--- config.mk ---
export PLATFORM = sky130hd
export DESIGN_NAME = rbms_div
export DESIGN_NICKNAME = d
export VERILOG_FILES = /design/src/rtl/radial_brush_mask_sampler_top_assert.svh /design/src/rtl/rbms_pkg.sv /design/src/rtl/rbms_div.sv
export SDC_FILE = /design/constraint.sdc
export NUM_CORES = 1
export LEC_CHECK = 0
export BUFFER_PORTS_ARGS = -buffer_cell sky130_fd_sc_hd__buf_2
export CORE_MARGIN = 10
export CORE_UTILIZATION = 47
export CTS_CLUSTER_DIAMETER = 200
export CTS_CLUSTER_SIZE = 30
export DETAILED_ROUTE_END_ITERATION = 12
export GPL_ROUTABILITY_DRIVEN = 0
export SYNTH_ARGS = -nofsm -noshare
export SYNTH_HDL_FRONTEND = slang
export SYNTH_SLANG_ARGS = --single-unit
--- constraint.sdc ---
create_clock -name clk -period 3.5 [get_ports clk]
set_input_delay 0.175 -clock clk [delete_from_list [all_inputs] [get_ports clk]]
set_output_delay 0.175 -clock clk [all_outputs]
set_load 0.05 [all_outputs]
--- src/rtl/radial_brush_mask_sampler_top_assert.svh ---
// assertion macros for the mask sampler
`ifndef RADIAL_BRUSH_MASK_SAMPLER_TOP_ASSERT_SVH
`define RADIAL_BRUSH_MASK_SAMPLER_TOP_ASSERT_SVH
`ifndef NO_ASSERTIONS
// checked only out of reset
`define RBMS_ASSERT(lbl, prop) \
	lbl: assert property (@(posedge clk) disable iff (!arst_n) prop) \
		else $error("rbms: check failed");
// checked at every edge, reset included
`define RBMS_ASSERT_RST(lbl, prop) \
	lbl: assert property (@(posedge clk) prop) else $error("rbms: reset check failed");
`else
`define RBMS_ASSERT(lbl, prop)
`define RBMS_ASSERT_RST(lbl, prop)
`endif
`endif

--- src/rtl/rbms_pkg.sv ---
package rbms_pkg;

	localparam int IDX_W    = 8;
	localparam int SIZE_W   = 9;
	localparam int QUO_W    = 25;
	localparam int COORD_W  = 17;
	localparam int R2_W     = 18;
	localparam int DENS_W   = 17;
	localparam int OUT_W    = 8;

	localparam int DIV_LAT  = QUO_W;
	localparam int RAD_LAT  = 3;
	localparam int KER_LAT  = 21;
	localparam int PIPE_LAT = DIV_LAT + RAD_LAT + KER_LAT;

	localparam logic [DENS_W-1:0] Q16_ONE = 17'd65536;
	localparam longint unsigned EINV_Q30 = 64'd395007542;

	typedef enum logic [1:0] {
		KIND_GAUSS  = 2'd0,
		KIND_PARZEN = 2'd1,
		KIND_CIRCLE = 2'd2,
		KIND_NONE   = 2'd3
	} kind_t;

	typedef enum logic {
		CFG_KIND = 1'b0,
		CFG_SIZE = 1'b1
	} cfg_idx_t;

	// exp(-t), t and result in q16; used to build the gaussian table
	function automatic logic [DENS_W-1:0] exp_neg_q16(input longint unsigned t);
		longint unsigned whole;
		longint unsigned fr;
		longint unsigned term;
		longint unsigned v;
		longint unsigned i;
		longint          sum;
		whole = t >> 16;
		fr    = t & 64'hFFFF;
		term  = 64'd1 << 30;
		sum   = longint'(term);
		if (whole >= 24)
			return '0;
		// alternating taylor series, term i = term(i-1) * fr / (65536 * i)
		term = (term * fr) >> 16;
		sum  = sum - longint'(term);
		term = ((term * fr) >> 16) / 2;
		sum  = sum + longint'(term);
		term = ((term * fr) >> 16) / 3;
		sum  = sum - longint'(term);
		term = ((term * fr) >> 16) / 4;
		sum  = sum + longint'(term);
		term = ((term * fr) >> 16) / 5;
		sum  = sum - longint'(term);
		term = ((term * fr) >> 16) / 6;
		sum  = sum + longint'(term);
		term = ((term * fr) >> 16) / 7;
		sum  = sum - longint'(term);
		term = ((term * fr) >> 16) / 8;
		sum  = sum + longint'(term);
		term = ((term * fr) >> 16) / 9;
		sum  = sum - longint'(term);
		term = ((term * fr) >> 16) / 10;
		sum  = sum + longint'(term);
		v = longint'(unsigned'(sum));
		for (i = 0; i < whole; i++)
			v = (v * EINV_Q30) >> 30;
		return DENS_W'((v + (64'd1 << 13)) >> 14);
	endfunction

endpackage

--- src/rtl/rbms_div.sv ---
module rbms_div (
	input  logic                          clk,
	input  logic                          en,
	input  logic [rbms_pkg::IDX_W-1:0]    idx,
	input  logic [rbms_pkg::SIZE_W-1:0]   size,
	output logic [rbms_pkg::QUO_W-1:0]    quo
);
	import rbms_pkg::*;

	// dividend is idx << LOW_W, one quotient bit per stage
	localparam int LOW_W = QUO_W - IDX_W;

	logic [IDX_W-1:0]  idx_s [QUO_W];
	logic [SIZE_W-1:0] rem_s [QUO_W];
	logic [QUO_W-1:0]  quo_s [QUO_W];

	for (genvar i = 0; i < QUO_W; i++) begin : g_stg
		localparam int B = QUO_W - 1 - i;
		logic [IDX_W-1:0]  idx_in;
		logic [SIZE_W-1:0] rem_in;
		logic [QUO_W-1:0]  quo_in;
		logic              nb;
		logic [SIZE_W:0]   sh;
		logic              ge;

		if (i == 0) begin : g_first
			assign idx_in = idx;
			assign rem_in = '0;
			assign quo_in = '0;
		end else begin : g_next
			assign idx_in = idx_s[i-1];
			assign rem_in = rem_s[i-1];
			assign quo_in = quo_s[i-1];
		end

		if (B >= LOW_W) begin : g_bit
			assign nb = idx_in[B-LOW_W];
		end else begin : g_zero
			assign nb = 1'b0;
		end

		assign sh = {rem_in, nb};
		assign ge = (sh >= {1'b0, size});

		always_ff @(posedge clk) begin
			if (en) begin
				idx_s[i] <= idx_in;
				rem_s[i] <= ge ? SIZE_W'(sh - {1'b0, size}) : sh[SIZE_W-1:0];
				quo_s[i] <= {quo_in[QUO_W-2:0], ge};
			end
		end
	end

	assign quo = quo_s[QUO_W-1];

endmodule

* Yosys cells after proc, flatten, opt, wreduce, memory -nomap -nowiden
Memory sizes are Yosys's and may differ from the RTL's.
Cells that the tools add are included.
W data, S select, Z words.
** Storage, ports and cells
- Bits in registers :: 0
- RAM bits :: 1050
- Logic and storage cells :: 80
- Memories kept :: 3
** Operators by class
- Add/sub/neg operators :: 25
- Order comparisons :: 25
- Mux-type cells :: 27
** Memories
- quo_s :: depth 25, bits a word 25, read ports 25, clocked after memory_dff 0, wr ports 25, line rbms_div.sv:15 : logic [QUO_W-1:0] quo_s [QUO_W];
- rem_s :: depth 25, bits a word 9, read ports 24, clocked after memory_dff 0, wr ports 25, line rbms_div.sv:14 : logic [SIZE_W-1:0] rem_s [QUO_W];
- idx_s :: depth 25, bits a word 8, read ports 24, clocked after memory_dff 0, wr ports 25, line rbms_div.sv:13 : logic [IDX_W-1:0] idx_s [QUO_W];
** Operators by type and width (number)
- $ge A10 B9 Y1 :: 24
- $mux W9 :: 25
- $sub A9 B9 Y9 :: 24
- $ge A1 B9 Y1 :: 1
- $sub A1 B9 Y9 :: 1
- $mux W1 :: 2

* Longest topological paths before layout
Gate-level depths: netlist of run 1.
An unclocked memory read counts as a cell.
- Word-level depth :: 3
- Depth in mapped cells :: 11
- Mapped depth without buffers :: 10

* Worst setup path before layout of run 1
OpenSTA, ideal clock, no wires.
- Path type :: input to register
- Start point :: input port size[1] (netlist bit)
- End point :: memory rem_s[22][8], in the netlist rem_s[5][26], data pin
- Data arrival time :: 2.451 ns
- Path slack :: 0.786 ns
- Stages on the path :: 9
- Cells stage by stage :: inv_1 > ha_1 > ha_1 > nand3_1 > or2_0 > and3_1 > a22o_1 > buf_6 > a2111o_1
** RTL lines
- from (decl) :: line rbms_div.sv:5 : input logic [rbms_pkg::SIZE_W-1:0] size,
- to (decl) :: line rbms_div.sv:14

==> metrics.txt, run 1 <==
status=finished clean; placed cell count=between 2,000 and 3,000; Cell Rows=90; GRT Util Overall=0.147; post-synthesis async set-or-reset flop share=0; DRT iter0 DRCs=1,006; vias per cell=around 5.6; Post-CTS Resized=0; clock buffer depth=3; first drt pass iteration count=6; Port Buffers=between 40 and 50; Finished Layout Cells=between 2,000 and 3,000; Critical Path Sink=rem_s[1][31]; Seq/Total Area, Yosys=0.593; CTS tree=yes; cts bufs inserted=22; Syn Nets=2,366; H-tree Lvls=1; antenna cells=0; post-layout util=0.511; Crit. End Element=flop; clock sinks=between 500 and 600; Netlist cell types=73; R2R cell count=10; gr ovfl total=0; DR DRC count=0; DR vias=16,776; Hold WC Path Type=primary input to flop; vias in the first global route=16,853; die area=71,600 um^2; reg2reg setup slack=0.68 ns; Synth Register Bits=569; slew of the pin with the lowest slew margin=0.650 ns; crit path max-delay cell type=fa_1; VDD IR-drop max=0.410 mV; fin crit share=0.806; hold slack=between 0.02 and 0.03 ns; clk slew on worst S/H paths=between 0.1 and 0.15 ns; P_leak=~11 nW; Worst path top cell family by delay=compound AO/OA/AOI/OAI gates; Reg-to-Reg End=rem_s[1][31]; I/O pin cnt=44; Starting Density=0.476; final setup vio count=0; Antenna Nets Post-Route=0; power density over the cells=816 nW/um^2; share of post-route cells with drive strength above 1=0.119; cell mode on critical path=inv_1; Post-CTS Setup Repair Bufs=0; Final Hold Viols=0; Synth warnings=0; worst path arrival time=3.17 ns; Crit path largest cell delay=roughly 0.42 ns; CP max FO=9; total number of cells along the worst setup path=10; Die W=268 um; Mapped Area=about 29,000 um^2; clk_skew=0.0191 ns; maximum clock rate=355 MHz; Crit. Startpoint=idx_s[1][16]; first-pass GRT wire length=between 80 and 90 mm; DPL Wire Length=about 35 mm; area delta synth->final=7.33%; antenna violations before repair=0; Critical Path Start Type=flop; die height=268 um; max-cap check violation count=0; Post-synth EDFFs=~570; Cell Chain, Critical Path=inv_1, ha_1, inv_1, fa_1, a211oi_1, o21bai_1, a21oi_2, nor2_1, o32a_1, mux2_2; largest net degree at the start of global routing=117; CP required=3.85 ns; Clk Latency, worst-skew pair=0.60 ns; Crit Path Category=flop to flop; Rel. slew slack=0.567; fin. max-slew vios=0; # nets final=between 2,000 and 2,500; Root Driver=clkbuf_16; commonest register cell after synthesis=edfxtp_1; setup TNS=0 ns; R2R Path Start=idx_s[1][16]; post-synthesis cell count=2,107; Fill cells=~5,000; core area=60,600 um^2; CP bufs+invs=2; WL/cell=17.8 um; post-route minimum period=2.82 ns; RSZ-0062 raised after global routing=no; Synth Area per Inst=13.7 um^2; WL final=53.0 mm
-- sequential cells by signal, summed over array words and instances (netlist names) --
register	flops
idx_s	28
rem_s	216
quo_s	325
-- how the worst min path moves through the flow --
stage	startpoint	end	slack, ns	cells after the start
4_1_cts	size[4]	rem_s[0][4]	0.01	3
2_1_floorplan	idx[0]	idx_s[0][0]	0.27	0
5_1_grt	en	rem_s[0][34]	0.03	1
3_3_place_gp	idx[2]	idx_s[0][2]	0.35	1
3_5_place_dp	idx[3]	idx_s[0][3]	0.35	1
6_report	en	quo_s[0][51]	0.03	1
-- Yosys cell counts, types with 14 or more instances --
cell type / count / share of area
o21a_1: 43 / 0.011
edfxtp_1: 569 / 0.59
nand2b_1: 25 / 0.0054
nand2_1: 90 / 0.012
a22o_1: 14 / 0.0043
xor2_1: 28 / 0.0085
nand3_1: 45 / 0.0078
a21oi_1: 83 / 0.014
a31oi_1: 28 / 0.0061
and3_1: 27 / 0.0059
nor2b_1: 34 / 0.0074
a21o_1: 25 / 0.0065
nor4_1: 18 / 0.0039
o31a_1: 15 / 0.0046
mux2_2: 121 / 0.047
fa_1: 23 / 0.016
inv_1: 89 / 0.012
nor2_1: 145 / 0.019
mux2i_1: 21 / 0.0073
o21ai_0: 112 / 0.019
nor3_1: 26 / 0.0045
xnor2_1: 97 / 0.029
ha_1: 217 / 0.094
-- layer usage --
| metal | routed length (um) | vias to the layer above | GRT usage |
|---|---|---|---|
| met5 | 0 | - | 0 |
| li1 | - | 8213 | - |
| met3 | 1720 | 65 | 0.0171 |
| met1 | 24000 | 8239 | 0.192 |
| met4 | 1040 | 0 | 0.0354 |
| met2 | 26200 | 259 | 0.258 |
-- report_power, final --
part	internal, mW	switching, mW
Clock	1.19	1.97
Combinational	5.45	5.86
Sequential	9.99	0.796
-- logic make-up (layout without fill, tap and decap cells) --
family,count (synthesis),after routing,share of synthesized area
fa+ha+maj,240,240,0.110
flops,569,569,0.593
xor+xnor,125,125,0.0380
simple gates,485,485,0.0847
mux,149,149,0.0573
compound gates,425,425,0.0993
buf+inv,114,201,0.0180
-- metrics by stage --
stage / setup slack, ns / cell area [um^2] / power (mW)
after floorplan: 0.786 / 28800 / 19.9
after global placement: 0.580 / 30300 / 21.8
after detailed placement: 0.533 / 30300 / 22.2
after CTS: 0.619 / 30900 / 25.5
after global routing: 0.500 / 30900 / 27.2
final: 0.681 / 30900 / 25.3
-- final cells by class --
type / instances / area (um^2) / share of cell area
sequential: 569 / 17100 / 0.552
tap: 782 / 978 / 0.0316
multi-input combinational: 1424 / 11200 / 0.363
timing repair buffer: 87 / 738 / 0.0239
clock buffer: 24 / 579 / 0.0187
inverter: 90 / 338 / 0.0109
-- what timing repair did --
action | in CTS | in global routing
hold endpoints to repair | 8 | 0
endpoints found under the setup margin | 0 | 0
hold buffers | 8 | 0
-- cell usage in the layout, fill, tap and decap left out, types with 9 or more instances in the layout --
cell | netlist | routed
a2111o_1 | 13 | 13
a21o_1 | 25 | 25
a21oi_1 | 83 | 83
a22o_1 | 14 | 14
a31oi_1 | 28 | 28
and3_1 | 27 | 27
and4_1 | 13 | 13
buf_12 | 0 | 13
buf_2 | 7 | 42
buf_4 | 6 | 23
clkbuf_16 | 0 | 23
edfxtp_1 | 569 | 569
fa_1 | 23 | 23
ha_1 | 217 | 217
inv_1 | 89 | 89
mux2_2 | 121 | 121
mux2i_1 | 21 | 21
nand2_1 | 90 | 90
nand2b_1 | 25 | 25
nand3_1 | 45 | 45
nand4b_1 | 13 | 13
nor2_1 | 145 | 145
nor2_2 | 13 | 13
nor2b_1 | 34 | 34
nor3_1 | 26 | 26
nor4_1 | 18 | 18
o21a_1 | 43 | 43
o21ai_0 | 112 | 112
o21bai_1 | 9 | 9
o22ai_1 | 9 | 9
o31a_1 | 15 | 15
or3_1 | 10 | 10
xnor2_1 | 97 | 97
xor2_1 | 28 | 28
Note: power is estimated with default switching activity, not from simulation.
==> run 2: changes to the inputs <==
clock period = 2.55 ns   (was 3.5 ns; I/O delays follow)
==> run 2 against run 1 <==
First-iteration DRC count shrank 2.7%. Sequential power grew 38%. Clock skew shrank 0.00059 ns. Highest routed layer unchanged. Via count grew 4.8%. Worst setup slack lost 0.66 ns. Flip-flop and latch count is the same.
==> metrics.txt, run 2 (synthesis gave the netlist of run 1 again) <==
DR vias=17,573 (was 16,776); Antenna Nets Post-Route=0 (unchanged); Clk Latency, worst-skew pair=0.60 ns (about the same); area delta synth->final=13.4% (was 7.33%); # nets final=2,638 (was 2,453); DR DRC count=0 (unchanged); RSZ-0062 raised after global routing=yes (was no); cts bufs inserted=22 (unchanged); internal power component=24.5 mW (was 16.6 mW); antenna violations before repair=0 (unchanged); M1 GR Usage=0.195 (was 0.192); final setup vio count=0 (unchanged); clock sinks=569 (unchanged); CTS tree=yes (unchanged); register share of total power=0.403 (was 0.427); P_sw=12.4 mW (was 8.62 mW); most flop-heavy register=quo_s (unchanged); fin crit share=0.991 (was 0.806); power density over the cells=1130 nW/um^2 (was 816 nW/um^2); P_leak=12.5 nW (was 11.4 nW); Critical Path Start Type=flop (unchanged); post-route minimum period=2.53 ns (was 2.82 ns); max-cap check violation count=0 (unchanged); met2 track demand over resource=0.271 (was 0.258); hold slack=0.0604 ns (was 0.0276 ns); leading cell type in the layout, fill and taps excluded=edfxtp_1 (unchanged); switching share of power=0.336 (was 0.341); placed cell count=3,120 (was 2,944); met3 usage=0.0162 (was 0.0171); busiest grt layer=met2 (unchanged); antenna cells=0 (unchanged); Hold WC Path Type=primary input to flop (unchanged); core area=60,600 um^2 (unchanged); Final Hold Viols=0 (unchanged); first drt pass iteration count=5 (was 6); die height=268 um (unchanged); die area=71,600 um^2 (unchanged); vias in the first global route=17,665 (was 16,853); most frequent cells in the layout=edfxtp_1 (569), ha_1 (216), buf_4 (189) (was edfxtp_1 (569), ha_1 (217), nor2_1 (145)); CP max FO=5 (was 9); DPL Wire Length=38.9 mm (was 35.0 mm); clock buffer depth=3 (unchanged); first-pass GRT wire length=89.3 mm (was 87.0 mm); DRT iter0 DRCs=979 (was 1,006); clk_skew=0.0185 ns (was 0.0191 ns); Rel. slew slack=0.536 (was 0.567); WL final=55.8 mm (was 53.0 mm); I/O pin cnt=44 (unchanged); maximum clock rate=396 MHz (was 355 MHz); status=finished clean (unchanged); H-tree Lvls=1 (unchanged); Crit. End Element=flop (unchanged); Starting Density=0.476 (unchanged); max reg flops=325 (unchanged); slew of the pin with the lowest slew margin=0.688 ns (was 0.650 ns); worst path arrival time=2.88 ns (was 3.17 ns); CP required=2.91 ns (was 3.85 ns); Port Buffers=43 (unchanged); largest net degree at the start of global routing=91 (was 117); WL/cell=17.6 um (was 17.8 um); Finished Layout Cells=3,161 (was 2,976); vias per cell=5.56 (was 5.64); clk slew on worst S/H paths=0.12 ns (was 0.11 ns); VDD IR-drop max=0.625 mV (was 0.410 mV); share of post-route cells with drive strength above 1=0.201 (was 0.119); combinational share of power=0.481 (was 0.448); gr ovfl total=0 (unchanged); Crit Path Category=flop to flop (unchanged); Clock Power Share=0.116 (was 0.125); top flop regs=quo_s: 325 flops, rem_s: 216 flops, idx_s: 28 flops (unchanged); GRT Util Overall=0.152 (was 0.147); Fill cells=4,980 (was 5,107); Die W=268 um (unchanged); Root Driver=clkbuf_16 (unchanged); fin. max-slew vios=0 (unchanged); Cell Rows=90 (unchanged)
-- run 2: cell types whose count changed in the layout (fill, tap and decap cells not counted), sizes merged --
cell         change
buf            +183
clkinvlp         +2
inv              -2
clkbuf           -1
clkinv           +1
dlygate4sd3      +1
o21ai            +1
-- run 2: cell type report --
class | count | area, um^2 | share of cell area
clock buffer | 23 | 554 | 0.0169
clock inverter | 1 | 16.3 | 0.000497
inverter | 90 | 345 | 0.0106
multi-input combinational | 1425 | 11400 | 0.348
sequential | 569 | 17100 | 0.522
tap | 782 | 978 | 0.0299
timing repair buffer | 271 | 2330 | 0.0711
-- run 2: per-layer routing --
layer	up-vias	wire [um]
met5	-	0
met4	0	1290
met3	84	1820
met2	305	27900
met1	8607	24800
li1	8577	-
-- run 2: critical path, stage by stage (launching register included) --
cell	delay (ns)
edfxtp_1	0.42
inv_2	0.09
ha_4	0.12
inv_2	0.04
fa_2	0.38
a21o_1	0.17
a21oi_2	0.20
o21bai_2	0.13
a21oi_4	0.25
o21ai_4	0.14
mux2_4	0.34
-- run 2: repair_timing --
item | 4_1_cts | 5_1_grt
hold endpoints to repair | 26 | 0
pin swaps | 2 | 9
gates cloned | 0 | 1
setup buffers | 0 | 7
resized for setup | 3 | 38
endpoints found under the setup margin | 26 | 107
hold buffers | 9 | 0
-- run 2: power by group through the flow --
stage | registers (mW) | clock network (mW) | logic (mW)
2_1_floorplan | 14.6 | 0 | 12.7
3_3_place_gp | 15.1 | 0 | 16.7
3_5_place_dp | 15.1 | 0 | 17.2
4_1_cts | 14.9 | 4.52 | 17.4
5_1_grt | 15.1 | 4.81 | 19.7
6_report | 14.9 | 4.28 | 17.8
-- run 2: final timing paths --
path / from / end / slack (ns) / cells past startpoint
setup / recovery: idx_s[1][2] / rem_s[1][12] / 0.02 / 10
hold / removal: size[4] / rem_s[0][8] / 0.06 / 4
setup reg to reg: idx_s[1][2] / rem_s[1][12] / 0.02 / 10
hold reg to reg: quo_s[0][150] / quo_s[0][176] / 0.42 / 0
-- run 2: stage by stage --
stage	instance area, um^2	setup TNS, ns	setup slack, ns	util	power (mW)
after floorplan	28800	-2.65	-0.0724	-	27.3
after global placement	31800	-1.79	-0.0712	0.525	31.7
after detailed placement	31800	-6.45	-0.136	0.525	32.3
after CTS	32500	0	0.00825	0.536	36.8
after global routing	32700	-0.453	-0.0430	0.540	39.6
final	32700	0	0.0234	0.540	36.9
