### src/rtl/radial_brush_mask_sampler_top_assert.svh
// assertion macros for the mask sampler
`ifndef RADIAL_BRUSH_MASK_SAMPLER_TOP_ASSERT_SVH
`define RADIAL_BRUSH_MASK_SAMPLER_TOP_ASSERT_SVH
`ifndef NO_ASSERTIONS
// checked only out of reset
`define RBMS_ASSERT(lbl, prop) \
	lbl: assert property (@(posedge clk) disable iff (!arst_n) prop) \
		else $error("rbms: check failed");
// checked at every edge, reset included
`define RBMS_ASSERT_RST(lbl, prop) \
	lbl: assert property (@(posedge clk) prop) else $error("rbms: reset check failed");
`else
`define RBMS_ASSERT(lbl, prop)
`define RBMS_ASSERT_RST(lbl, prop)
`endif
`endif

### src/rtl/rbms_pkg.sv
package rbms_pkg;

	localparam int IDX_W    = 8;
	localparam int SIZE_W   = 9;
	localparam int QUO_W    = 25;
	localparam int COORD_W  = 17;
	localparam int R2_W     = 18;
	localparam int DENS_W   = 17;
	localparam int OUT_W    = 8;

	localparam int DIV_LAT  = QUO_W;
	localparam int RAD_LAT  = 3;
	localparam int KER_LAT  = 21;
	localparam int PIPE_LAT = DIV_LAT + RAD_LAT + KER_LAT;

	localparam logic [DENS_W-1:0] Q16_ONE = 17'd65536;
	localparam longint unsigned EINV_Q30 = 64'd395007542;

	typedef enum logic [1:0] {
		KIND_GAUSS  = 2'd0,
		KIND_PARZEN = 2'd1,
		KIND_CIRCLE = 2'd2,
		KIND_NONE   = 2'd3
	} kind_t;

	typedef enum logic {
		CFG_KIND = 1'b0,
		CFG_SIZE = 1'b1
	} cfg_idx_t;

	// exp(-t), t and result in q16; used to build the gaussian table
	function automatic logic [DENS_W-1:0] exp_neg_q16(input longint unsigned t);
		longint unsigned whole;
		longint unsigned fr;
		longint unsigned term;
		longint unsigned v;
		longint unsigned i;
		longint          sum;
		whole = t >> 16;
		fr    = t & 64'hFFFF;
		term  = 64'd1 << 30;
		sum   = longint'(term);
		if (whole >= 24)
			return '0;
		// alternating taylor series, term i = term(i-1) * fr / (65536 * i)
		term = (term * fr) >> 16;
		sum  = sum - longint'(term);
		term = ((term * fr) >> 16) / 2;
		sum  = sum + longint'(term);
		term = ((term * fr) >> 16) / 3;
		sum  = sum - longint'(term);
		term = ((term * fr) >> 16) / 4;
		sum  = sum + longint'(term);
		term = ((term * fr) >> 16) / 5;
		sum  = sum - longint'(term);
		term = ((term * fr) >> 16) / 6;
		sum  = sum + longint'(term);
		term = ((term * fr) >> 16) / 7;
		sum  = sum - longint'(term);
		term = ((term * fr) >> 16) / 8;
		sum  = sum + longint'(term);
		term = ((term * fr) >> 16) / 9;
		sum  = sum - longint'(term);
		term = ((term * fr) >> 16) / 10;
		sum  = sum + longint'(term);
		v = longint'(unsigned'(sum));
		for (i = 0; i < whole; i++)
			v = (v * EINV_Q30) >> 30;
		return DENS_W'((v + (64'd1 << 13)) >> 14);
	endfunction

endpackage

### src/rtl/rbms_radius.sv
module rbms_radius (
	input  logic                          clk,
	input  logic                          en,
	input  logic [rbms_pkg::QUO_W-1:0]    quo_x,
	input  logic [rbms_pkg::QUO_W-1:0]    quo_y,
	output logic [rbms_pkg::R2_W-1:0]     r2
);
	import rbms_pkg::*;

	localparam logic [QUO_W-1:0] HALF = QUO_W'(65536);
	localparam logic [QUO_W-1:0] CMAX = QUO_W'(131071);

	logic [COORD_W-1:0] ax_s1, ay_s1;
	logic [R2_W-1:0]    sqx_s2, sqy_s2;
	logic [R2_W-1:0]    r2_s3;
	logic [2*COORD_W-1:0] px, py;
	logic [R2_W:0]      sum;

	// |q - 65536| with the upper coordinate saturation
	function automatic logic [COORD_W-1:0] mag(input logic [QUO_W-1:0] q);
		if (q < HALF)
			return COORD_W'(HALF - q);
		else if ((q - HALF) > CMAX)
			return '1;
		else
			return COORD_W'(q - HALF);
	endfunction

	assign px  = ax_s1 * ax_s1;
	assign py  = ay_s1 * ay_s1;
	assign sum = {1'b0, sqx_s2} + {1'b0, sqy_s2};

	always_ff @(posedge clk) begin
		if (en) begin
			ax_s1  <= mag(quo_x);
			ay_s1  <= mag(quo_y);
			sqx_s2 <= px[2*COORD_W-1:16];
			sqy_s2 <= py[2*COORD_W-1:16];
			r2_s3  <= sum[R2_W] ? '1 : sum[R2_W-1:0];
		end
	end

	assign r2 = r2_s3;

endmodule

### config.mk
export PLATFORM = sky130hd
export DESIGN_NAME = rbms_radius
export DESIGN_NICKNAME = d
export VERILOG_FILES = /design/src/rtl/radial_brush_mask_sampler_top_assert.svh /design/src/rtl/rbms_pkg.sv /design/src/rtl/rbms_radius.sv
export SDC_FILE = /design/constraint.sdc
export NUM_CORES = 1
export LEC_CHECK = 0
export BUFFER_PORTS_ARGS = -buffer_cell sky130_fd_sc_hd__buf_4
export CAP_MARGIN = 20
export CORE_ASPECT_RATIO = 1.2
export CORE_MARGIN = 1.5
export CORE_UTILIZATION = 31
export DETAILED_ROUTE_END_ITERATION = 10
export GPL_TIMING_DRIVEN = 0
export HOLD_SLACK_MARGIN = 0.15
export RECOVER_POWER = 50
export SETUP_SLACK_MARGIN = 0.05
export SLEW_MARGIN = 20
export SYNTH_ARGS = -nofsm -noshare
export SYNTH_HDL_FRONTEND = slang
export SYNTH_SLANG_ARGS = --single-unit
### constraint.sdc
create_clock -name clk -period 7.7 [get_ports clk]
set_clock_uncertainty 0.2 [all_clocks]
set_input_delay 1.155 -clock clk [delete_from_list [all_inputs] [get_ports clk]]
set_output_delay 1.155 -clock clk [all_outputs]
set_load 0.03 [all_outputs]
### Word level (Yosys, flattened, before mapping)

Index checks and enable logic that the tools add are counted.

* register bits after elaboration: 88
* input port bits: 52
* logic and storage cells: 20

* add/sub/neg operators: 5
* $mul: 2
* magnitude comparators: 4
* multiplexer cells: 4

Operators with widths (number)
* $mul A17 B17 Y34: 2
* $mux W17: 4
* $gt A25 B17 Y1 const B: 2
* $lt A25 B17 Y1 const B: 2
* $sub A25 B17 Y25 const B: 2
* $sub A17 B17 Y17 const A: 2
* $add A18 B18 Y19: 1

### Depth between registers and ports, before layout

Gate-level depths: netlist (run 1).

* depth after elaboration: 4
* gate-level depth with buffers: 22

### Least setup slack after synthesis (run 1)

No wires, ideal clock.

* kind: flip-flop to flip-flop
* start point: reg ay_s1[5]
* end point: reg sqy_s2[15], data pin
* arrival: 5.868 ns
* data required time: 7.320 ns
* path slack: 1.452 ns
* stages on the path, launching flop included: 22
* clock period less this slack: 6.248 ns
* cells stage by stage: edfxtp_1 > clkbuf_1 > nand2_1 > fa_1 > inv_1 > fa_1 > inv_1 > fa_1 > inv_1 > fa_1 > fa_1 > inv_1 > fa_1 > inv_1 > ha_1 > a21oi_1 > o21ai_0 > a311oi_1 > nor2_1 > a2111o_1 > a311o_1 > o311ai_1

* cells in the longest elaborated chain, start to end: 1

RTL lines
* from (decl): RTL line rbms_radius.sv:13 `logic [COORD_W-1:0] ax_s1, ay_s1;`
* from (signal assigned): RTL line rbms_radius.sv:36 `ay_s1 <= mag(quo_y);`
* $mul A17 B17 Y34: RTL line rbms_radius.sv:30 `assign py = ay_s1 * ay_s1;`
* net py[31]: RTL line rbms_radius.sv:16 `logic [2*COORD_W-1:0] px, py;`
* to (signal assigned): RTL line rbms_radius.sv:38 `sqy_s2 <= py[2*COORD_W-1:16];`
* to (decl): RTL line rbms_radius.sv:14 `logic [R2_W-1:0] sqx_s2, sqy_s2;`

The timed path passes the listed nets, and every way through them passes these cells.
A chain may end at the register's enable or synchronous reset.

### Worst setup path in the final report (run 1)

* start point: reg ay_s1[12]
* end point: reg sqy_s2[15], data pin

Same word-level chain as after synthesis.

==> flow_summary.toml, run 1 <==
[worst_setup_path]
cp-end-kind = "flip-flop"
worst-setup-path-type = "flip-flop to flip-flop"
crit_chain = "clkbuf_1 -> nand2_1 -> fa_1 -> inv_1 -> fa_1 -> fa_1 -> fa_1 -> fa_1 -> inv_1 -> fa_1 -> inv_1 -> ha_1 -> a21oi_1 -> o21ai_0 -> a311oi_1 -> nor2_1 -> a2111o_1 -> a311o_1 -> o311ai_1"
rr_startpoint = "ay_s1[12]"
cp-start-kind = "flip-flop"
r2r_end = "sqy_s2[15]"
crit_path_frequent_cell = "fa_1"
ff2ff_setup_slack_ns = 0.42
cpMaxStageDelayCell = "edfxtp_1"
arrival_ns = 7.22
required_ns = 7.65
rr_worst_depth = 19
max_stage_delay_ns = 0.64
critPathMaxFanout = 10

[timing]
fmax_mhz = 137
maxSlewViolCount = 91
hold_viol = 0
tightestPinTransition_ns = 2.90
period_share = 0.945
relSlewSlack = -0.935
setup_viol = 0
rsz0062_at_grt = "no"
min_period_ns = 7.28
setup_tns_ns = 0

[grt]
grt_pass1_vias = 16000
grt_max_degree = 52
overflow = 0
grtUsageTotal = 0.143
antenna_found_initial = 0
grt_pass1_wl_um = 78400

[route]
drc = 0
wirelength_met1_um = 19700
met3RoutedLength_um = 1330
antenna_left = 0
avgViaCountPerCell = 4.64
topRoutingLayerUsed = "met4"
route.met2.wl_um = 22900
drtIter0Drc = 753
num_vias = 14900
drtPass1Iterations = 5
wire_per_inst_um = 14.1
routed_wl_um = 45300

[synthesis]
yosysMostFrequentCell = "inv_1"
ys_seq_area_frac = 0.127
synth_edf_count = 88
ys_top_cells_by_count = "inv_1, fa_1, ha_1"
netlist.area_leader.share = 0.365
synth_cell_types = 61
synthCells = 2243
synthArstFlopShare = 0
synth_area_leaders = "fa_1, ha_1, edfxtp_1, inv_1, nand2_1"
syn_nets = 2919
synth_seq_cells = 88
synth_top_area_cell = "fa_1"
synth-main-ff-cell = "edfxtp_1"
syn_area_per_cell_sq_um = 9.25
ys_warn_count = 0
mappedNetlistArea_sq_um = 20700

[finish]
fin_nets = 3001
finalCoreUtilization = 0.343
nFillCells = 6956
drive_gt1_frac = 0.0416
syn_to_final_growth_pct = 9.22
stdcell_count = 3222
multiInputGateArea_sq_um = 15800
diodes = 0
regArea_sq_um = 2640

[clock_network]
clock_path_buffers = 2
postCtsSetupRepairBufs = 0
cts_sinks = 88
cts_tree = "done"
htreeDepth = 3
path_clk_slew_ns = 0.08
clk_latency_ns = 0.37
ctsHoldBuffers = 0
cts_buffers = 9
cts_root_buffer = "clkbuf_16"

[floorplanning]
row_count = 103
die_w_um = 239
coreArea_sq_um = 66000
initial_core_util = 0.314
io_pins = 70
die_area_sq_um = 68500
fp.dieH_um = 286

[status]
failed_checks = "capacitance limit, slew limit"
status = "finished, violations left"

[placed_design]
port_buffers = 69
gp_congestion = 0.842
place_inst = 3206
dp_hpwl_um = 39000

[min_path]
worstHoldStart = "sqx_s2[0]"
hold_class = "flip-flop to flip-flop"
min_path_cells = 2
min_to = "r2[0]"

[flow_run]
max-cap-violations = 2
==> stage by stage <==
step | setup WS [ns] | hold slack (ns) | cell area (sq um)
floorplan | 1.45 | 0.390 | 20700
CTS | 0.383 | 0.469 | 22700
global route | 0.0636 | 0.479 | 22700
global placement | 0.442 | 0.423 | 22400
finish | 0.424 | 0.464 | 22700
detailed placement | 0.440 | 0.451 | 22400
==> final cells by class <==
| cell class | count | share of cell area |
|---|---|---|
| Timing Repair Buffer | 71 | 0.0215 |
| Buffer | 53 | 0.00906 |
| Sequential cell | 88 | 0.117 |
| Tap cell | 892 | 0.0493 |
| Multi-Input combinational cell | 1528 | 0.695 |
| Clock inverter | 7 | 0.00331 |
| Clock buffer | 9 | 0.00994 |
| Inverter | 574 | 0.0951 |
==> cell families after synthesis <==
group / Yosys count / synth area share
flops: 88 / 0.127
fa+ha+maj: 624 / 0.513
xor+xnor: 64 / 0.0270
mux: 4 / 0.00205
compound gates: 276 / 0.0866
buf+inv: 627 / 0.114
simple gates: 560 / 0.130
==> per-layer routing <==
layer,up-vias,global-route usage
met4,0,0.0475
met1,7519,0.183
li1,7167,-
met5,-,0
met2,205,0.251
met3,53,0.0160
==> cell usage in the layout (no fill, tap or decap), types with 4 or more instances in the layout <==
| cell type | n |
|---|---|
| o211ai_1 | 4 |
| nor2_1 | 96 |
| clkbuf_1 | 61 |
| edfxtp_1 | 88 |
| a21oi_1 | 91 |
| a211o_1 | 12 |
| a31oi_1 | 23 |
| or2_2 | 11 |
| clkbuf_16 | 9 |
| buf_4 | 60 |
| nand3b_1 | 4 |
| nor3_1 | 21 |
| and4_1 | 5 |
| or3_1 | 11 |
| and3_1 | 8 |
| o21bai_1 | 7 |
| o21a_1 | 7 |
| nand2b_1 | 12 |
| nor4_1 | 6 |
| nand2_1 | 218 |
| inv_1 | 574 |
| xnor2_1 | 48 |
| a21o_1 | 32 |
| a211oi_1 | 14 |
| nand4_1 | 10 |
| and2_1 | 113 |
| ha_1 | 246 |
| nor3b_1 | 4 |
| o21ai_0 | 40 |
| xor2_1 | 16 |
| nand3_1 | 17 |
| nor2b_1 | 16 |
| or4_1 | 5 |
| o31ai_1 | 12 |
| fa_1 | 378 |
==> worst max-delay path: cells and delay by family (launching register included) <==
kind            cells  cell delay (ns)
fa+ha+maj           7             3.50
compound gates      6             1.62
flops               1             0.64
simple gates        2             0.37
buf+inv             4             0.70
==> repair_timing <==
| item | in CTS | in global routing |
|---|---|---|
| hold endpoints to repair | 0 | 0 |
| endpoints found under the setup margin | 0 | 4 |
| resized for setup | 0 | 3 |
==> state kept, by name, summed over array words and instances (netlist names) <==
register	count
ay_s1	17
sqy_s2	18
sqx_s2	18
r2	18
ax_s1	17
==> worst max path at each step <==
stage               from         end  slack (ns)  cells after the start
2_1_floorplan   ay_s1[5]  sqy_s2[15]        1.45                     21
5_1_grt        ax_s1[13]  sqx_s2[16]        0.06                     17
3_5_place_dp   ax_s1[14]  sqx_s2[16]        0.44                     18
4_1_cts        ay_s1[12]  sqy_s2[17]        0.38                     19
3_3_place_gp   ay_s1[12]  sqy_s2[17]        0.44                     19
6_report       ay_s1[12]  sqy_s2[15]        0.42                     19
Power of run 1 is left out: the tool's default activity adds up to more than one toggle a clock period on the data nets, which glitch-free logic cannot reach.
==> run 2: changes to the inputs <==
Settings changed: TNS_END_PERCENT set to 20.
Clock period 7.7 ns to 6.1 ns, I/O delays scaled along.
==> run 2 against run 1 <==
The flow finishes with violations (capacitance limit, slew limit, setup timing). Core utilization increased by 2.8 points. Wire length increased by 7.0%. First-iteration DRC count increased by 7.4%. Via count increased by 3.4%. Fmax increased by 14%. Sequential cell count unchanged. Worst hold slack got worse by 0.013 ns. Global-route usage increased by 0.68 points.
==> flow_summary.toml, run 2 (same netlist as run 1, synthesis figures left out) <==
[status]
status = "finished, violations left"
failed_checks = "capacitance limit, slew limit, setup timing"

[finish]
final_common_cell = "inv_1"
final_cell_mix = "inv_1, fa_1, ha_1, nand2_1, buf_4"
syn_to_final_growth_pct = 18.2
drive_gt1_frac = 0.160
nFillCells = 6690
diodes = 0
fin_nets = 3095
final_cell_area_sq_um = 24500

[grt]
overflow = 0
antenna_found_initial = 0
grt_pass1_vias = 16500
grt_pass1_wl_um = 81500
grtUsageTotal = 0.150
grt_max_degree = 89

[flow_run]
max-cap-violations = 1

[worst_setup_path]
worst-setup-path-type = "flip-flop to flip-flop"
required_ns = 6.09
arrival_ns = 6.36
cp-start-kind = "flip-flop"
critPathMaxFanout = 4
cp-end-kind = "flip-flop"

[timing]
worst_slack_ns = -0.276
rsz0062_at_grt = "yes"
period_share = 1.05
maxSlewViolCount = 89
setup_viol = 13
min_period_ns = 6.38
hold_viol = 0
tightestPinTransition_ns = 5.07
fmax_mhz = 157
relSlewSlack = -2.38

[floorplanning]
initial_core_util = 0.314
io_pins = 70
die_w_um = 239
die_area_sq_um = 68500
coreArea_sq_um = 66000
row_count = 103
fp.dieH_um = 286

[route]
avgViaCountPerCell = 4.66
drtIter0Drc = 809
drc = 0
routed_wl_um = 48500
drtPass1Iterations = 5
antenna_left = 0
num_vias = 15500
wire_per_inst_um = 14.6

[placed_design]
gp_congestion = 0.826
dp_hpwl_um = 38800
port_buffers = 69
place_area_sq_um = 22500

[min_path]
hold_class = "flip-flop to flip-flop"

[clock_network]
clk_latency_ns = 0.37
path_clk_slew_ns = 0.08
ctsHoldBuffers = 0
cts_sinks = 88
clock_path_buffers = 2
cts_buffers = 9
cts_root_buffer = "clkbuf_16"
cts_tree = "done"
htreeDepth = 3
run 2: cell count changes in the layout (fill, tap and decap cells not counted), moves of 13 or more:
cell and change:
inv_1 -28, and2_1 -17, buf_6 +14, ha_4 +23, fa_1 -19, ha_1 -27
nand2_1 -15, clkbuf_8 +20, inv_2 +28, and2_4 +17, fa_2 +19, clkbuf_1 -46
a21oi_1 -13, buf_4 +89
run 2: metal layers:
metal | vias up | routed length (um) | part of all wire | GRT usage
met2 | 289 | 24400 | 0.50 | 0.261
met1 | 7762 | 20500 | 0.42 | 0.188
met5 | - | 0 | 0 | 0
li1 | 7340 | - | - | -
met3 | 68 | 1980 | 0.041 | 0.0182
met4 | 0 | 1700 | 0.035 | 0.0579
run 2: cell type report:
type,instances,area (sq um),share of cell area
plain buffers,51,488,0.0199
clock buffers,10,229,0.00933
clock inverters,6,97.6,0.00398
inverters,574,2150,0.0878
multi-input cells,1528,16500,0.671
flip-flops and latches,88,2640,0.108
well taps,892,1120,0.0455
repair buffers,167,1340,0.0545
run 2: final timing paths:
path | startpoint | endpoint | slack [ns] | cells past startpoint
worst max-delay path | ax_s1[8] | sqx_s2[17] | -0.28 | 20
worst min-delay path | sqx_s2[0] | r2[0] | 0.45 | 2
worst max register to register | ax_s1[8] | sqx_s2[17] | -0.28 | 20
worst min register to register | sqx_s2[0] | r2[0] | 0.45 | 2
run 2: metrics by stage:
step                      utilization  hold WS, ns  std cells  setup TNS, ns  setup WS (ns)
final                           0.372        0.451       3316          -1.89         -0.276
after global routing            0.372        0.476       3316          -5.75         -0.468
after CTS                       0.368        0.453       3306          -1.63         -0.272
after detailed placement        0.341        0.436       3205         -23.11         -0.989
after global placement          0.341        0.425       3204         -23.43          -1.05
after floorplan                     -        0.390       2243              0         0.0465
run 2: timing repair:
item                                    CTS  global route
resized for setup                       192            61
setup buffers                            85            11
pin swaps                               115            35
endpoints found under the setup margin   36            34
gates cloned                              1             0
run 2: worst max-delay path, cell delays in order, from the launching register on:
cell	delay (ns)
edfxtp_1	0.50
buf_6	0.17
and2_4	0.15
fa_1	0.51
inv_2	0.04
fa_2	0.50
fa_1	0.54
inv_2	0.04
fa_1	0.46
fa_1	0.49
inv_1	0.05
fa_1	0.49
inv_2	0.04
ha_4	0.28
a211oi_2	0.06
o21a_1	0.13
o311a_1	0.36
a221o_2	0.42
a211oi_4	0.37
nor2_2	0.08
a311oi_1	0.28
Power of run 2 is left out for the same reason.
==> run 3: changes to the inputs <==
Settings changed: CTS_BUF_LIST set to sky130_fd_sc_hd__clkbuf_16.
==> run 3 against run 2 <==
The run still ends with capacitance limit, slew limit, setup timing left. Register-to-register slack about the same. Fmax about the same. Non-clock buffer count unchanged. Global-route usage hardly changed. Clock-buffer cell count shrank 1. Worst hold slack is essentially flat. Sequential cell count unchanged. Sequential share of layout area barely moved. First-iteration DRC count shrank 0.37%. Critical path depth stayed put. Critical endpoint unchanged.
==> flow_summary.toml, run 3 (same netlist as run 1, synthesis figures left out) <==
[status]
status = "finished, violations left"
failed_checks = "capacitance limit, slew limit, setup timing"

[worst_setup_path]
crit_family = "adder cells"
max_stage_delay_ns = 0.54
required_ns = 6.09
arrival_ns = 6.37
crit_chain = "buf_6 -> and2_4 -> fa_1 -> inv_2 -> fa_2 -> fa_1 -> inv_2 -> fa_1 -> fa_1 -> inv_1 -> fa_1 -> inv_2 -> ha_4 -> a211oi_2 -> o21a_1 -> o311a_1 -> a221o_2 -> a211oi_4 -> nor2_2 -> a311oi_1"
cp-start-kind = "flip-flop"
crit_path_frequent_cell = "fa_1"
cpMaxStageDelayCell = "fa_1"
critPathMaxFanout = 4
crit_buf_inv = 5
cp-end-kind = "flip-flop"
worst-setup-path-type = "flip-flop to flip-flop"

[finish]
diodes = 0
final_common_cell = "inv_1"
drive_gt1_frac = 0.160
finalCoreUtilization = 0.372
syn_to_final_growth_pct = 18.3
nFillCells = 6689
final_cell_mix = "inv_1, fa_1, ha_1, nand2_1, buf_4"
fin_nets = 3095

[route]
drtIter0Drc = 806
routed_wl_um = 48500
antenna_left = 0
num_vias = 15500
drtPass1Iterations = 5
drc = 0
avgViaCountPerCell = 4.67
wire_per_inst_um = 14.6

[floorplanning]
fp.dieH_um = 286
die_w_um = 239
coreArea_sq_um = 66000
io_pins = 70
die_area_sq_um = 68500
row_count = 103
initial_core_util = 0.314

[timing]
relSlewSlack = -2.37
setup_tns_ns = -1.86
hold_viol = 0
worst_slack_ns = -0.278
period_share = 1.05
min_period_ns = 6.38
tightestPinTransition_ns = 5.06
setup_viol = 13
maxSlewViolCount = 89
rsz0062_at_grt = "yes"
fmax_mhz = 157

[clock_network]
cts_buffers = 9
ctsHoldBuffers = 0
htreeDepth = 3
clk_latency_ns = 0.37
cts_tree = "done"
cts_sinks = 88
cts_root_buffer = "clkbuf_16"
clock_path_buffers = 2
path_clk_slew_ns = 0.08

[grt]
met2_usage = 0.261
overflow = 0
antenna_found_initial = 0
use_met3 = 0.0182
grtUsageTotal = 0.150
grt_pass1_vias = 16500
grt_max_degree = 89
grtUsageMet1 = 0.188
grt_pass1_wl_um = 81500
top_usage_layer = "met2"

[placed_design]
post-place-ws_ns = -0.989
dp_hpwl_um = 38800
gp_congestion = 0.826
port_buffers = 69

[min_path]
hold_class = "flip-flop to flip-flop"

[flow_run]
max-cap-violations = 1
==> run 3: worst paths after layout <==
path	startpoint	endpoint	slack, ns	cells after the start
min	sqx_s2[0]	r2[0]	0.45	2
max	ax_s1[8]	sqx_s2[17]	-0.28	20
max reg2reg	ax_s1[8]	sqx_s2[17]	-0.28	20
min reg2reg	sqx_s2[0]	r2[0]	0.45	2
==> run 3: area by class of cell <==
cell class                 instances  area, sq um  share of cell area
buffer                            51          488              0.0199
clock inverter                     7          101             0.00413
multi-input combinational       1528        16500               0.671
clock buffer                       9          225             0.00918
sequential                        88         2640               0.108
inverter                         574         2150              0.0878
timing repair buffer             167         1340              0.0545
tap                              892         1120              0.0455
==> run 3: stage by stage <==
stage               instance area [sq um]  instances  hold WS [ns]
floorplan                           20900       2243         0.390
global placement                    22500       3204         0.425
detailed placement                  22500       3205         0.436
CTS                                 24300       3306         0.453
global route                        24500       3316         0.476
finish                              24500       3316         0.451
==> run 3: timing repair <==
action,CTS,global route
buffers inserted,85,11
pin swaps,115,35
gates cloned,1,0
endpoints found under the setup margin,36,34
gates resized for setup,192,62
==> run 3: metal layers <==
metal,part of all wire,routed length [um]
met5,0,0
met4,0.035,1680
met3,0.039,1900
met2,0.50,24400
met1,0.42,20500
==> run 3: worst register-to-register path, cell delays in order, from the launching register on <==
cell and delay [ns]:
edfxtp_1 0.51, buf_6 0.17, and2_4 0.15, fa_1 0.51, inv_2 0.04, fa_2 0.50, fa_1 0.54, inv_2 0.04
fa_1 0.46, fa_1 0.49, inv_1 0.05, fa_1 0.49, inv_2 0.04, ha_4 0.28, a211oi_2 0.06, o21a_1 0.13
o311a_1 0.36, a221o_2 0.42, a211oi_4 0.37, nor2_2 0.09, a311oi_1 0.28
Power of run 3 is left out for the same reason.
